[src/rtl/core/jsu_pkg.sv]
// shared types, codes and character constants of the json string unescaper
package jsu_pkg;

	typedef enum logic [1:0] {
		MODE_PLAIN   = 2'd0,
		MODE_ESCAPE  = 2'd1,
		MODE_UNICODE = 2'd2
	} mode_t;

	typedef enum logic [1:0] {
		KIND_BYTE  = 2'd0,
		KIND_DONE  = 2'd1,
		KIND_ERROR = 2'd2
	} kind_t;

	typedef enum logic [2:0] {
		ERR_END_STRING  = 3'd0,
		ERR_END_ESCAPE  = 3'd1,
		ERR_END_UNICODE = 3'd2,
		ERR_BAD_HEX     = 3'd3,
		ERR_BAD_ESCAPE  = 3'd4
	} err_t;

	localparam int unsigned MAX_RESULTS = 3;

	localparam logic [7:0] CH_QUOTE     = 8'h22;
	localparam logic [7:0] CH_BACKSLASH = 8'h5C;
	localparam logic [7:0] CH_SLASH     = 8'h2F;
	localparam logic [7:0] CH_B         = 8'h62;
	localparam logic [7:0] CH_F         = 8'h66;
	localparam logic [7:0] CH_N         = 8'h6E;
	localparam logic [7:0] CH_R         = 8'h72;
	localparam logic [7:0] CH_T         = 8'h74;
	localparam logic [7:0] CH_U         = 8'h75;
	localparam logic [7:0] CH_0         = 8'h30;
	localparam logic [7:0] CH_LC_A      = 8'h61;
	localparam logic [7:0] CH_UC_A      = 8'h41;

	localparam logic [7:0] CTL_BS = 8'h08;
	localparam logic [7:0] CTL_FF = 8'h0C;
	localparam logic [7:0] CTL_LF = 8'h0A;
	localparam logic [7:0] CTL_CR = 8'h0D;
	localparam logic [7:0] CTL_HT = 8'h09;

	localparam logic [7:0]  UTF8_LEAD2 = 8'hC0;
	localparam logic [7:0]  UTF8_LEAD3 = 8'hE0;
	localparam logic [7:0]  UTF8_CONT  = 8'h80;
	localparam logic [7:0]  UTF8_MASK6 = 8'h3F;
	localparam logic [15:0] CP_ONE_BYTE_LIM = 16'h0080;
	localparam logic [15:0] CP_TWO_BYTE_LIM = 16'h0800;

	typedef struct packed {
		kind_t      kind;
		err_t       code;
		logic [7:0] data;
	} result_t;

	typedef struct packed {
		mode_t       mode;
		logic [1:0]  hex_cnt;
		logic [15:0] cp;
	} state_t;

	// decoder outcome for one input beat
	typedef struct packed {
		state_t                        nxt;
		logic [1:0]                    cnt;
		result_t [MAX_RESULTS-1:0]     res;
	} dec_t;

endpackage

[src/rtl/core/jsu_if.sv]
// valid/ready channel interfaces for raw input and decoded results
interface jsu_in_if;
	logic       valid;
	logic       ready;
	logic [7:0] data_byte;
	logic       end_of_input;

	modport source (output valid, output data_byte, output end_of_input, input ready);
	modport sink (input valid, input data_byte, input end_of_input, output ready);
endinterface

interface jsu_out_if;
	logic       valid;
	logic       ready;
	logic [1:0] result_kind;
	logic [2:0] error_code;
	logic [7:0] out_byte;
	logic       last;

	modport source (output valid, output result_kind, output error_code, output out_byte,
		output last, input ready);
	modport sink (input valid, input result_kind, input error_code, input out_byte,
		input last, output ready);
endinterface

[src/rtl/core/jsu_decode.sv]
// combinational decode of one raw byte against the current unescape state
module jsu_decode
	import jsu_pkg::*;
(
	input  state_t     cur,
	input  logic [7:0] data_byte,
	input  logic       end_of_input,
	output dec_t       dec
);

	logic        hex_ok;
	logic [3:0]  hex_val;
	logic [15:0] cp_new;
	state_t      cleared;

	always_comb begin
		hex_ok  = 1'b1;
		hex_val = '0;
		if (data_byte >= CH_0 && data_byte <= 8'h39) begin
			hex_val = 4'(data_byte - CH_0);
		end else if (data_byte >= CH_LC_A && data_byte <= 8'h66) begin
			hex_val = 4'(data_byte - CH_LC_A + 8'd10);
		end else if (data_byte >= CH_UC_A && data_byte <= 8'h46) begin
			hex_val = 4'(data_byte - CH_UC_A + 8'd10);
		end else begin
			hex_ok = 1'b0;
		end
	end

	assign cp_new = {cur.cp[11:0], hex_val};

	always_comb begin
		cleared = '{mode: MODE_PLAIN, hex_cnt: 2'd0, cp: 16'd0};
		dec     = '0;
		dec.nxt = cur;
		dec.cnt = 2'd0;
		for (int i = 0; i < MAX_RESULTS; i++) begin
			dec.res[i] = '{kind: KIND_BYTE, code: ERR_END_STRING, data: 8'd0};
		end

		if (end_of_input) begin
			dec.cnt         = 2'd1;
			dec.res[0].kind = KIND_ERROR;
			unique case (cur.mode)
				MODE_ESCAPE:  dec.res[0].code = ERR_END_ESCAPE;
				MODE_UNICODE: dec.res[0].code = ERR_END_UNICODE;
				default:      dec.res[0].code = ERR_END_STRING;
			endcase
			dec.nxt = cleared;
		end else begin
			unique case (cur.mode)
				MODE_ESCAPE: begin
					dec.cnt      = 2'd1;
					dec.nxt.mode = MODE_PLAIN;
					case (data_byte)
						CH_QUOTE:     dec.res[0].data = CH_QUOTE;
						CH_BACKSLASH: dec.res[0].data = CH_BACKSLASH;
						CH_SLASH:     dec.res[0].data = CH_SLASH;
						CH_B:         dec.res[0].data = CTL_BS;
						CH_F:         dec.res[0].data = CTL_FF;
						CH_N:         dec.res[0].data = CTL_LF;
						CH_R:         dec.res[0].data = CTL_CR;
						CH_T:         dec.res[0].data = CTL_HT;
						CH_U: begin
							dec.cnt = 2'd0;
							dec.nxt = '{mode: MODE_UNICODE, hex_cnt: 2'd0, cp: 16'd0};
						end
						default: begin
							dec.res[0].kind = KIND_ERROR;
							dec.res[0].code = ERR_BAD_ESCAPE;
							dec.nxt         = cleared;
						end
					endcase
				end
				MODE_UNICODE: begin
					if (!hex_ok) begin
						dec.cnt         = 2'd1;
						dec.res[0].kind = KIND_ERROR;
						dec.res[0].code = ERR_BAD_HEX;
						dec.nxt         = cleared;
					end else if (cur.hex_cnt == 2'd3) begin
						dec.nxt = cleared;
						if (cp_new < CP_ONE_BYTE_LIM) begin
							dec.cnt         = 2'd1;
							dec.res[0].data = cp_new[7:0];
						end else if (cp_new < CP_TWO_BYTE_LIM) begin
							dec.cnt         = 2'd2;
							dec.res[0].data = UTF8_LEAD2 | {3'd0, cp_new[10:6]};
							dec.res[1].data = UTF8_CONT | (cp_new[7:0] & UTF8_MASK6);
						end else begin
							dec.cnt         = 2'd3;
							dec.res[0].data = UTF8_LEAD3 | {4'd0, cp_new[15:12]};
							dec.res[1].data = UTF8_CONT | (cp_new[13:6] & UTF8_MASK6);
							dec.res[2].data = UTF8_CONT | (cp_new[7:0] & UTF8_MASK6);
						end
					end else begin
						dec.nxt.hex_cnt = cur.hex_cnt + 2'd1;
						dec.nxt.cp      = cp_new;
					end
				end
				default: begin
					if (data_byte == CH_QUOTE) begin
						dec.cnt         = 2'd1;
						dec.res[0].kind = KIND_DONE;
						dec.nxt         = cleared;
					end else if (data_byte == CH_BACKSLASH) begin
						dec.nxt.mode = MODE_ESCAPE;
					end else begin
						dec.cnt         = 2'd1;
						dec.res[0].data = data_byte;
						dec.nxt.mode    = MODE_PLAIN;
					end
				end
			endcase
		end
	end

endmodule

[src/rtl/core/json_string_unescape_top.sv]
// top level of the streaming json string body unescaper
//
// usage
//   raw    : one beat per byte of the string body after the opening quote,
//            or a beat with end_of_input set when the source runs dry
//   result : decoded bytes (kind 0), string complete (kind 1) or an error
//            (kind 2 with error_code); last marks the final beat caused by
//            one raw beat
// decode and flow
//   a raw beat is decoded in the cycle it is taken; its results are registered
//   and appear on result in the next cycle. while result.ready is high, plain
//   bytes and simple escapes run at one beat per cycle; a \u escape gives one to
//   three result beats sent one per cycle from a small buffer. raw is held off
//   while a beat short of the group's last waits, so a two- or three-beat group
//   stalls raw. backslash, the u and the first three hex digits give no result.
// reset
//   arst_n clears the decode state to plain mode and empties the buffer
// stall
//   while result.ready is low the buffered beat holds; raw.ready stays high
//   only when the buffer is empty or its last beat leaves this cycle
module json_string_unescape_top
	import jsu_pkg::*;
(
	input  logic        clk,
	input  logic        arst_n,
	jsu_in_if.sink      raw,
	jsu_out_if.source   result
);

	// decode state that carries from beat to beat
	state_t  state_q;

	// result buffer: up to three beats from one raw beat
	result_t [MAX_RESULTS-1:0] res_q;
	logic [1:0] cnt_q;
	logic [1:0] idx_q;

	dec_t dec;
	logic in_fire;
	logic out_fire;
	logic out_last;

	jsu_decode u_decode (
		.cur          (state_q),
		.data_byte    (raw.data_byte),
		.end_of_input (raw.end_of_input),
		.dec          (dec)
	);

	// the beat being shown is the last of its group
	assign out_last = (idx_q == (cnt_q - 2'd1));

	assign result.valid       = (cnt_q != 2'd0);
	assign result.result_kind = res_q[idx_q].kind;
	assign result.error_code  = res_q[idx_q].code;
	assign result.out_byte    = res_q[idx_q].data;
	assign result.last        = out_last;

	assign out_fire  = result.valid && result.ready;
	// new raw beat fits when the buffer is empty or drains this cycle
	assign raw.ready = (cnt_q == 2'd0) || (result.ready && out_last);
	assign in_fire   = raw.valid && raw.ready;

	always_ff @(posedge clk or negedge arst_n) begin
		if (!arst_n) begin
			state_q <= '{mode: MODE_PLAIN, hex_cnt: 2'd0, cp: 16'd0};
			cnt_q   <= 2'd0;
			idx_q   <= 2'd0;
		end else begin
			if (in_fire) begin
				state_q <= dec.nxt;
			end
			if (in_fire && dec.cnt != 2'd0) begin
				// load a fresh group of results
				cnt_q <= dec.cnt;
				idx_q <= 2'd0;
			end else if (out_fire) begin
				if (out_last) begin
					cnt_q <= 2'd0;
					idx_q <= 2'd0;
				end else begin
					idx_q <= idx_q + 2'd1;
				end
			end
		end
	end

	// payload of the buffer, no reset needed
	always_ff @(posedge clk) begin
		if (in_fire && dec.cnt != 2'd0) begin
			res_q <= dec.res;
		end
	end

	// pointer never runs past the group
	a_idx_in_group: assert property (@(posedge clk) disable iff (!arst_n)
		cnt_q != 2'd0 |-> idx_q < cnt_q)
		else $error("result index beyond group");

	// hex digits are only counted inside a \u escape
	a_hex_only_unicode: assert property (@(posedge clk) disable iff (!arst_n)
		state_q.hex_cnt != 2'd0 |-> state_q.mode == MODE_UNICODE)
		else $error("hex count outside unicode mode");

	// end of input always answers with an error beat next cycle
	a_end_gives_error: assert property (@(posedge clk) disable iff (!arst_n)
		in_fire && raw.end_of_input |=>
			result.valid && result.result_kind == KIND_ERROR && result.last)
		else $error("end of input without error beat");

	// raw is only taken over a pending group when its last beat leaves
	a_no_overwrite: assert property (@(posedge clk) disable iff (!arst_n)
		in_fire && cnt_q != 2'd0 |-> out_fire && out_last)
		else $error("result group overwritten");

endmodule
[src/flat_wrapper.sv]
// flat-port wrapper written by rule: the top's interface ports become plain ports
module json_string_unescape_top_flat import jsu_pkg::*;
  (clk, arst_n, raw_valid, raw_data_byte, raw_end_of_input, raw_ready, result_valid, result_result_kind, result_error_code, result_out_byte, result_last, result_ready);
  jsu_in_if raw_i ();
  jsu_out_if result_i ();
  input  logic clk;
  input  logic arst_n;
  input wire logic [$bits(raw_i.valid)-1:0] raw_valid;
  input wire logic [$bits(raw_i.data_byte)-1:0] raw_data_byte;
  input wire logic [$bits(raw_i.end_of_input)-1:0] raw_end_of_input;
  output wire logic [$bits(raw_i.ready)-1:0] raw_ready;
  output wire logic [$bits(result_i.valid)-1:0] result_valid;
  output wire logic [$bits(result_i.result_kind)-1:0] result_result_kind;
  output wire logic [$bits(result_i.error_code)-1:0] result_error_code;
  output wire logic [$bits(result_i.out_byte)-1:0] result_out_byte;
  output wire logic [$bits(result_i.last)-1:0] result_last;
  input wire logic [$bits(result_i.ready)-1:0] result_ready;
  assign raw_i.valid = raw_valid;
  assign raw_i.data_byte = raw_data_byte;
  assign raw_i.end_of_input = raw_end_of_input;
  assign raw_ready = raw_i.ready;
  assign result_valid = result_i.valid;
  assign result_result_kind = result_i.result_kind;
  assign result_error_code = result_i.error_code;
  assign result_out_byte = result_i.out_byte;
  assign result_last = result_i.last;
  assign result_i.ready = result_ready;
  json_string_unescape_top u_core (.clk(clk), .arst_n(arst_n), .raw(raw_i), .result(result_i));
endmodule
[config.mk]
export PLATFORM = sky130hd
export DESIGN_NAME = json_string_unescape_top_flat
export DESIGN_NICKNAME = d
export VERILOG_FILES = /design/src/rtl/core/jsu_pkg.sv /design/src/rtl/core/jsu_if.sv /design/src/rtl/core/jsu_decode.sv /design/src/rtl/core/json_string_unescape_top.sv /design/src/flat_wrapper.sv
export SDC_FILE = /design/constraint.sdc
export NUM_CORES = 1
export LEC_CHECK = 0
export ABC_AREA = 1
export BUFFER_PORTS_ARGS = -buffer_cell sky130_fd_sc_hd__buf_4
export CORE_ASPECT_RATIO = 0.6
export CORE_MARGIN = 3
export CORE_UTILIZATION = 59
export CTS_CLUSTER_DIAMETER = 40
export DETAILED_ROUTE_END_ITERATION = 10
export MAX_ROUTING_LAYER = met4
export PLACE_DENSITY = 0.88
export RECOVER_POWER = 100
export SYNTH_ARGS = -nofsm -noshare
export SYNTH_HDL_FRONTEND = slang
export SYNTH_SLANG_ARGS = --single-unit
[constraint.sdc]
create_clock -name clk -period 2.65 [get_ports clk]
set_input_delay 0.795 -clock clk [delete_from_list [all_inputs] [get_ports clk]]
set_output_delay 0.795 -clock clk [all_outputs]
set_load 0.05 [all_outputs]
==> impl_metrics.py, run 1 <==
metrics = {
    "status": {
        "outcome": "finished clean",
    },
    "critical_path": {
        "crit_slowest_cell": "a21oi_1",
        "worstPathMaxFanout": 14,
        "cpMostUsedCell": "nand2_1",
        "ff2ff_path_depth": 10,
        "critPathCaptureType": "flop",
        "r2r_start": "u_core.idx_q[1]",
        "r2r_setup_slack_ps": 420,
        "required_ps": 2660,
        "startpoint_type": "primary input",
        "crit_path_max_incr_delay_ps": 350,
        "arrival_ps": 2530,
        "path_class": "in -> reg",
        "r2r-end": "u_core.res_q[2]",
        "crit_chain": "buf_4, inv_1, ha_1, inv_1, nand2_1, nand2_1, nand2_2, nand2_1, a21oi_1, nand3_1, nand2_2, buf_6",
    },
    "drt": {
        "postRouteAntennaNets": 0,
        "drt_iter0_markers": 359,
        "drt_pass1_iterations": 6,
        "wl_per_cell_um": 15.5,
        "vias": 2765,
        "vias_per_cell": 5.72,
        "route.detailed.drc": 0,
        "drt-total-wl_um": 7460,
    },
    "pwr": {
        "power_frac_seq_pct": 36.5,
        "clock_power_share_pct": 15.4,
        "switchingPower_mw": 1.32,
        "leakage_nw": 1.57,
        "p_int_mw": 1.43,
        "power_frac_comb_pct": 48.1,
        "p_per_area_nw_per_um2": 821,
        "swShare_pct": 47.9,
        "ir_worst_vdd_uv": 419,
    },
    "place": {
        "place_inst": 475,
        "gp_congestion": 0.975,
        "pre_cts_ws_ps": 29.6,
        "hpwlAfterDp_um": 5880,
        "portBuffers": 28,
    },
    "cts": {
        "clk_pin_slew_ps": 80,
        "cts_tree": "yes",
        "post_cts_buffers": 0,
        "cts.sinks": 47,
        "cts_htree_levels": 2,
        "cts-root-buf": "clkbuf_8",
        "cts_made_buffers": 5,
        "ctsLongestPathBuffers": 2,
        "clk_latency_ps": 300,
    },
    "timing": {
        "worst_pin_slew_ps": 1100,
        "setup_viol": 0,
        "hold_violations": 0,
        "whs_ps": 505,
        "finalCritPeriodShare_pct": 95.2,
        "maxSlewViolCount": 0,
        "relSlewSlack_pct": 26.8,
        "clock.fmax_ghz": 0.396,
        "rsz0062_at_grt": "false",
        "skew_ps": 8.41,
        "tns_ps": 0,
        "fin_ws_ps": 128,
        "min_period_ps": 2520,
    },
    "floorplanning": {
        "die_h_um": 61.3,
        "initial_core_util_pct": 63.5,
        "rows": 19,
        "coreArea_um2": 4730,
        "io_pins": 29,
        "die_w_um": 98.1,
        "die_area_um2": 6010,
    },
    "worst_hold_path": {
        "min_path_type": "reg -> reg",
        "min_delay_path_depth": 2,
        "hold_path_startpoint": "u_core.state_q[17]",
        "hold_end": "u_core.state_q[17]",
    },
    "cells_and_area": {
        "layout_commonest_cell": "nand2_1",
        "final_layout_size_suffix_gt1_share_pct": 16.2,
        "final_cell_mix": "100 x nand2_1, 44 x nor2_1, 36 x nand3_1, 33 x inv_1, 33 x o21ai_0",
        "n_fill_cell": 389,
        "area_growth_syn_to_layout_pct": 11.4,
        "fin_nets": 441,
        "finalNonFillerCells": 483,
        "seq_area_um2": 1310,
        "multi_input_area_um2": 1440,
        "antenna_cells": 0,
    },
    "global_routing": {
        "grt_max_degree": 28,
        "grt_overflow_total": 0,
        "grt_use_total_pct": 25.7,
        "antenna_found_initial": 0,
        "grt_pass1_vias": 2282,
        "grt_pass1_wl_um": 11400,
    },
    "synth": {
        "yosysUniqueCellTypes": 37,
        "ys_seq_area_share_pct": 43.7,
        "synthCells": 385,
        "syn-num-nets": 407,
        "avgSynthCellArea_um2": 7.80,
        "syn-cell-area_um2": 3000,
        "synth_warnings": 0,
        "ys_ff_latch": 47,
    },
    "job": {
        "maxCapViolations": 0,
    },
}
[cell type report]
class / count / share of cell area [%]
Multi-Input combinational cell: 286 / 43.0
Sequential cell: 47 / 39.2
Timing Repair Buffer: 39 / 8.23
Inverter: 40 / 4.56
Tap cell: 63 / 2.36
Clock buffer: 6 / 2.17
Clock inverter: 2 / 0.411
[state kept, by name, summed over array words and instances (netlist names)]
signal,cells
u_core.res_q,27
u_core.state_q,16
u_core.cnt_q,2
u_core.idx_q,2
[synth_stat cells]
master | number | area [um2]
a21oi_1 | 8 | 40.0
nor2_1 | 44 | 165
nand2_1 | 99 | 372
a21boi_0 | 1 | 7.51
ha_1 | 9 | 113
o21a_1 | 2 | 15.0
nor2_4 | 2 | 22.5
nor3b_2 | 1 | 12.5
buf_6 | 4 | 45.0
a22oi_1 | 1 | 7.51
o21ai_0 | 24 | 120
nor3_1 | 7 | 35.0
clkbuf_1 | 4 | 15.0
clkinv_2 | 2 | 10.0
edfxtp_1 | 27 | 811
buf_2 | 2 | 10.0
inv_1 | 33 | 124
nand3_1 | 35 | 175
nand3_2 | 3 | 30.0
buf_1 | 1 | 3.75
o22ai_1 | 3 | 18.8
xor2_1 | 1 | 8.76
nand4_1 | 9 | 56.3
inv_2 | 5 | 18.8
nor2_2 | 3 | 18.8
buf_4 | 1 | 7.51
xnor2_1 | 1 | 8.76
o211ai_1 | 1 | 7.51
nand2_4 | 5 | 56.3
a211oi_1 | 1 | 7.51
o2111ai_1 | 2 | 17.5
dfrtp_1 | 20 | 500
nand2_2 | 4 | 25.0
a22o_1 | 1 | 8.76
o31ai_1 | 1 | 7.51
nor3_4 | 1 | 16.3
o21ai_1 | 17 | 85.1
[metrics by stage]
step / cell area [um2] / power (mW) / utilization [%]
2_1_floorplan: 3010 / 1.99 / -
3_3_place_gp: 3320 / 2.39 / 70.2
3_5_place_dp: 3320 / 2.42 / 70.2
4_1_cts: 3410 / 2.83 / 72.0
5_1_grt: 3350 / 2.87 / 70.7
6_report: 3350 / 2.75 / 70.7
[routing by layer]
metal  track usage [%]  part of all wire (%)
met5                 -                     0
met4              5.52                   1.3
met3              7.92                    14
met2              34.9                    40
met1              37.4                    45
[kinds of logic after synthesis]
logic type / Yosys count / share of synthesized area (%)
buffers and inverters: 52 / 7.79
AOI/OAI and AO/OA: 62 / 11.4
adders and majority gates: 9 / 3.75
DFF: 47 / 43.7
and+or+nand+nor: 213 / 32.8
xor gates and xnor gates: 2 / 0.583
[power by group through the flow]
stage	sequential, mW	combinational, mW	clock [mW]
finish	1.00	1.32	0.422
global route	1.02	1.41	0.451
global placement	1.01	1.38	0
CTS	1.00	1.41	0.425
detailed placement	1.02	1.40	0
floorplan	0.952	1.04	0
[critical path: cells and delay by family]
| family | cells | cell delay, ps |
|---|---|---|
| AND/OR/NAND/NOR | 6 | 700 |
| AO/OA/AOI/OAI | 1 | 350 |
| adder cells (fa/ha/maj) | 1 | 210 |
| buffers and inverters | 4 | 470 |
[how the worst max path moves through the flow]
stage                     startpoint                  to  slack, ps  cells past startpoint
floorplan            u_core.idx_q[1]  result_out_byte[0]        110                      4
global placement    raw_data_byte[1]     u_core.res_q[9]        100                     12
detailed placement  raw_data_byte[1]    u_core.res_q[12]         30                     12
CTS                  u_core.idx_q[0]  result_out_byte[0]        110                      5
global route        raw_data_byte[1]     u_core.res_q[2]         30                     12
finish              raw_data_byte[1]     u_core.res_q[2]        130                     12
[repair_timing]
item                                    CTS  global route
gates resized for setup                   0             1
endpoints found under the setup margin    0             1
hold buffers                              0             0
Power figures use the tool's default switching activity.
==> run 2, diff against run 1 <==
--- a/config.mk
+++ b/config.mk
@@ -13,7 +13,7 @@
 export CTS_CLUSTER_DIAMETER = 40
 export DETAILED_ROUTE_END_ITERATION = 10
 export MAX_ROUTING_LAYER = met4
-export PLACE_DENSITY = 0.88
+export PLACE_DENSITY_LB_ADDON = 0.15
 export RECOVER_POWER = 100
 export SYNTH_ARGS = -nofsm -noshare
 export SYNTH_HDL_FRONTEND = slang
==> run 2 against run 1 <==
Sequential power about the same. Non-clock buffer count fell by 1. First-iteration DRC count shrank 24%. Global-route usage up 3.1 points. Power increased by 0.52%. Design area decreased by 0.49%. Via count grew 2.4%. Sequential share of layout area increased by 0.15 points. Critical path depth decreased by 7. Flip-flop and latch count is the same. Highest routed layer unchanged.
==> impl_metrics.py, run 2 (synthesis results as in run 1) <==
metrics = {
    "cts": {
        "cts-root-buf": "clkbuf_8",
        "cts_htree_levels": 2,
        "post_cts_buffers": 0,
        "cts_made_buffers": 5,
        "clk_pin_slew_ps": 90,
        "cts_tree": "yes",
        "cts.sinks": 47,
        "ctsLongestPathBuffers": 2,
        "clk_latency_ps": 310,
    },
    "timing": {
        "finalCritPeriodShare_pct": 95.7,
        "rsz0062_at_grt": "false",
        "skew_ps": 9.22,
        "hold_violations": 0,
        "tns_ps": 0,
        "maxSlewViolCount": 0,
        "setup_viol": 0,
        "clock.fmax_ghz": 0.394,
        "min_period_ps": 2540,
        "whs_ps": 498,
        "worst_pin_slew_ps": 1120,
        "relSlewSlack_pct": 25.6,
        "fin_ws_ps": 113,
    },
    "floorplanning": {
        "die_w_um": 98.1,
        "io_pins": 29,
        "initial_core_util_pct": 63.5,
        "die_area_um2": 6010,
        "die_h_um": 61.3,
        "rows": 19,
        "coreArea_um2": 4730,
    },
    "cells_and_area": {
        "final_layout_size_suffix_gt1_share_pct": 15.0,
        "finalNonFillerCells": 482,
        "final_area_um2": 3330,
        "largest_registers": "u_core.res_q (27), u_core.state_q (16)",
        "largest_register_ffs": 27,
        "area_growth_syn_to_layout_pct": 10.9,
        "largest_register": "u_core.res_q",
        "final_cell_mix": "102 x nand2_1, 45 x nor2_1, 35 x nand3_1, 33 x o21ai_0, 32 x inv_1",
        "fin_nets": 440,
        "layout_commonest_cell": "nand2_1",
        "finish.utilization_pct": 70.4,
        "antenna_cells": 0,
    },
    "place": {
        "place_inst": 474,
        "placed_area_um2": 3300,
        "hpwlAfterDp_um": 6270,
        "gp_congestion": 0.944,
        "pre_cts_ws_ps": -8.86,
        "portBuffers": 28,
    },
    "critical_path": {
        "crit_path_max_incr_delay_ps": 520,
        "required_ps": 1860,
        "path_class": "reg -> out",
        "critPathCaptureType": "output pin",
        "crit_slowest_cell": "dfrtp_1",
        "ff2ff_path_depth": 11,
        "worstPathMaxFanout": 12,
        "r2r_setup_slack_ps": 440,
        "r2r_start": "u_core.idx_q[0]",
        "arrival_ps": 1740,
        "crit_chain": "inv_2, buf_4, nor2_1, o21ai_1, clkbuf_4",
        "startpoint_type": "flop",
        "r2r-end": "u_core.idx_q[1]",
    },
    "worst_hold_path": {
        "hold_end": "u_core.state_q[17]",
        "min_path_type": "reg -> reg",
        "min_delay_path_depth": 2,
        "hold_path_startpoint": "u_core.state_q[17]",
    },
    "status": {
        "outcome": "finished clean",
    },
    "pwr": {
        "switchingPower_mw": 1.34,
        "p_int_mw": 1.43,
        "clock_power_share_pct": 15.6,
        "total_power_mw": 2.76,
        "ir_worst_vdd_uv": 460,
        "power_frac_comb_pct": 48.8,
        "leakage_nw": 1.57,
        "p_per_area_nw_per_um2": 830,
        "power_frac_seq_pct": 35.6,
        "swShare_pct": 48.4,
    },
    "job": {
        "maxCapViolations": 0,
    },
    "global_routing": {
        "antenna_found_initial": 0,
        "grt_pass1_vias": 2483,
        "grt_pass1_wl_um": 12600,
        "grt_overflow_total": 0,
        "grt_use_total_pct": 28.7,
        "grt_max_degree": 28,
    },
    "drt": {
        "wl_per_cell_um": 16.6,
        "drt-total-wl_um": 7990,
        "postRouteAntennaNets": 0,
        "drt_iter0_markers": 272,
        "route.detailed.drc": 0,
        "drt_pass1_iterations": 5,
        "vias": 2832,
        "vias_per_cell": 5.88,
    },
}
run 2: changes by cell type in the layout (fill, tap and decap cells not counted), moves of 2 or more:
cell | previous run | this run
nand2_4 | 3 | 5
nand2_1 | 100 | 102
nand2_2 | 5 | 1
clkbuf_4 | 1 | 3
buf_2 | 1 | 3
buf_4 | 24 | 20
run 2: layout make-up:
type | instances | area [um2]
inverters | 40 | 153
fillers | 407 | 1400
clock buffers | 6 | 72.6
repair buffers | 38 | 258
clock inverters | 2 | 13.8
well taps | 63 | 78.8
multi-input cells | 286 | 1440
flip-flops and latches | 47 | 1310
run 2: power groups by stage:
| stage | clock, mW | combinational, mW | sequential [mW] |
|---|---|---|---|
| 2_1_floorplan | 0 | 1.04 | 0.952 |
| 3_3_place_gp | 0 | 1.40 | 0.992 |
| 3_5_place_dp | 0 | 1.43 | 0.996 |
| 4_1_cts | 0.433 | 1.43 | 0.980 |
| 5_1_grt | 0.461 | 1.44 | 0.993 |
| 6_report | 0.431 | 1.35 | 0.982 |
run 2: how the worst max path moves through the flow:
stage	from	end	slack [ps]
after floorplan	u_core.idx_q[1]	result_out_byte[0]	110
after global placement	raw_data_byte[0]	u_core.res_q[9]	100
after detailed placement	raw_data_byte[1]	u_core.res_q[13]	-9
after CTS	u_core.idx_q[0]	result_out_byte[1]	80
after global routing	u_core.idx_q[0]	result_error_code[0]	40
final	u_core.idx_q[0]	result_out_byte[1]	110
run 2: critical path, delay by kind of cell, from the launching register on:
kind / cells / cell delay (ps)
DFF: 1 / 520
and+or+nand+nor: 1 / 50
buffers and inverters: 3 / 690
AOI/OAI and AO/OA: 1 / 170
run 2: what timing repair did:
item / in CTS / in global routing
resized for setup: 0 / 1
hold buffers: 0 / 0
endpoints found under the setup margin: 0 / 6
run 2: layer usage:
| layer | GRT usage [%] | up-vias | wire (um) |
|---|---|---|---|
| met3 | 7.24 | 13 | 887 |
| met2 | 40.6 | 141 | 3330 |
| met4 | 7.69 | 0 | 110 |
| met5 | - | - | 0 |
| li1 | - | 1355 | - |
| met1 | 41.2 | 1323 | 3660 |
==> run 3, diff against run 2 <==
--- a/config.mk
+++ b/config.mk
@@ -9,11 +9,11 @@
 export BUFFER_PORTS_ARGS = -buffer_cell sky130_fd_sc_hd__buf_4
 export CORE_ASPECT_RATIO = 0.6
 export CORE_MARGIN = 3
-export CORE_UTILIZATION = 59
+export CORE_UTILIZATION = 54
 export CTS_CLUSTER_DIAMETER = 40
 export DETAILED_ROUTE_END_ITERATION = 10
 export MAX_ROUTING_LAYER = met4
-export PLACE_DENSITY_LB_ADDON = 0.15
+export PLACE_DENSITY = 0.75
 export RECOVER_POWER = 100
 export SYNTH_ARGS = -nofsm -noshare
 export SYNTH_HDL_FRONTEND = slang
==> constraint.sdc (replaced) <==
create_clock -name clk -period 2.3 [get_ports clk]
set_input_delay 0.69 -clock clk [delete_from_list [all_inputs] [get_ports clk]]
set_output_delay 0.69 -clock clk [all_outputs]
set_load 0.05 [all_outputs]
==> run 3 against run 2 <==
Clock-buffer cell count decreased by 1. First-iteration DRC count is 17% higher. Combinational power increased by 33%. Critical endpoint is now raw_ready. Largest cell class unchanged. Largest power group unchanged.
==> impl_metrics.py, run 3 (synthesis results as in run 1) <==
metrics = {
    "cells_and_area": {
        "final_layout_size_suffix_gt1_share_pct": 22.6,
        "multi_input_area_um2": 1490,
        "largest_register_ffs": 27,
        "seq_area_um2": 1310,
        "largest_register": "u_core.res_q",
        "largest_registers": "u_core.res_q (27), u_core.state_q (16)",
        "finish.utilization_pct": 69.5,
        "finalNonFillerCells": 508,
        "fin_nets": 463,
        "area_growth_syn_to_layout_pct": 20.5,
        "n_fill_cell": 412,
        "layout_commonest_cell": "nand2_1",
        "final_cell_mix": "96 x nand2_1, 44 x nor2_1, 44 x buf_4, 34 x nand3_1, 31 x inv_1",
        "antenna_cells": 0,
        "final_area_um2": 3620,
    },
    "drt": {
        "route.detailed.drc": 0,
        "vias": 2813,
        "vias_per_cell": 5.54,
        "dr_wl_met2_um": 3120,
        "highest_layer": "met4",
        "drt-total-wl_um": 7740,
        "wl_met1_um": 3720,
        "postRouteAntennaNets": 0,
        "drt_iter0_markers": 319,
        "wl_per_cell_um": 15.2,
        "wl_met3_um": 827,
        "drt_pass1_iterations": 5,
    },
    "critical_path": {
        "required_ps": 1610,
        "arrival_ps": 1540,
        "crit_path_max_incr_delay_ps": 400,
        "critPathCaptureType": "output pin",
        "worstPathMaxFanout": 2,
        "cpMostUsedCell": "nand2_2",
        "startpoint_type": "flop",
        "path_class": "reg -> out",
        "crit_chain": "inv_2, ha_4, inv_1, nand2_1, nand2_2, nand3_2, nand2_2, buf_8",
        "crit_slowest_cell": "dfrtp_1",
    },
    "cts": {
        "cts_made_buffers": 5,
        "cts_htree_levels": 2,
        "cts_tree": "yes",
        "clk_pin_slew_ps": 90,
        "ctsLongestPathBuffers": 2,
        "cts-root-buf": "clkbuf_8",
        "holdBufCountCts": 0,
        "clk_latency_ps": 300,
        "cts.sinks": 47,
    },
    "global_routing": {
        "grt_pass1_vias": 2516,
        "antenna_found_initial": 0,
        "grt_pass1_wl_um": 12400,
        "grt_max_degree": 28,
        "grt_overflow_total": 0,
        "grt_use_total_pct": 25.8,
    },
    "place": {
        "hpwlAfterDp_um": 6060,
        "place_inst": 497,
        "portBuffers": 28,
        "gp_congestion": 0.957,
        "placed_area_um2": 3470,
    },
    "floorplanning": {
        "initial_core_util_pct": 57.7,
        "die_w_um": 102,
        "coreArea_um2": 5200,
        "die_area_um2": 6520,
        "io_pins": 29,
        "rows": 20,
        "die_h_um": 63.8,
    },
    "timing": {
        "setup_viol": 0,
        "min_period_ps": 2230,
        "clock.fmax_ghz": 0.449,
        "worst_pin_slew_ps": 1080,
        "tns_ps": 0,
        "relSlewSlack_pct": 28.2,
        "maxSlewViolCount": 0,
        "finalCritPeriodShare_pct": 96.8,
        "hold_violations": 0,
        "skew_ps": 12.7,
    },
    "pwr": {
        "leakage_nw": 1.69,
        "p_per_area_nw_per_um2": 972,
        "ir_worst_vdd_uv": 685,
    },
    "worst_hold_path": {
        "min_path_type": "reg -> reg",
    },
    "job": {
        "maxCapViolations": 0,
    },
    "status": {
        "outcome": "finished clean",
    },
}
run 3: cell count changes in the layout (fill, tap and decap cells not counted), sizes merged:
cell and delta:
clkinvlp +2, clkinv -3, inv +1, bufinv +1, buf +24, clkbuf -2
run 3: power by group:
group | switching, mW | internal, mW | total, mW
clock network | 0.281 | 0.327 | 0.608
logic | 1.23 | 0.553 | 1.79
registers | 0.0664 | 1.05 | 1.12
run 3: worst max-delay path, delay by kind of cell, from the launching register on:
kind / cells / cell delay (ps)
flip-flops: 1 / 400
AND/OR/NAND/NOR: 4 / 340
buffers and inverters: 3 / 280
adder cells (fa/ha/maj): 1 / 200
run 3: per-layer routing:
layer,track usage (%),vias to the layer above
met5,-,-
li1,-,1403
met1,40.7,1261
met2,32.6,139
met3,6.65,10
met4,5.89,0
run 3: stage by stage:
stage	total power [mW]	worst slack (ps)	hold slack (ps)
2_1_floorplan	2.30	34.6	394
3_3_place_gp	2.80	-120	483
3_5_place_dp	2.83	-191	511
4_1_cts	3.46	2.10	250
5_1_grt	3.71	-27.5	546
6_report	3.52	74.6	520
run 3: final cells by class:
| cell class | count | share of cell area, % |
|---|---|---|
| clock inverters | 3 | 1.28 |
| repair buffers | 61 | 12.8 |
| inverters | 40 | 4.22 |
| multi-input cells | 286 | 41.2 |
| flip-flops and latches | 47 | 36.3 |
| well taps | 66 | 2.28 |
| clock buffers | 5 | 1.90 |
run 3: final timing paths:
path / start / endpoint / slack [ps] / cells past startpoint
max: u_core.cnt_q[0] / raw_ready / 70 / 8
min: u_core.state_q[17] / u_core.state_q[17] / 520 / 2
max in group asynchronous: arst_n / u_core.state_q[18] / 1090 / 1
min reg2reg: u_core.state_q[17] / u_core.state_q[17] / 520 / 2
min in group asynchronous: arst_n / u_core.idx_q[1] / 550 / 1
max reg2reg: u_core.cnt_q[0] / u_core.res_q[3] / 210 / 12
run 3: what timing repair did:
item / 4_1_cts / 5_1_grt
setup buffers: 1 / 2
pin swaps: 0 / 0
endpoints found under the setup margin: 2 / 38
endpoints found under the hold margin: 0 / 0
gates resized for setup: 2 / 11
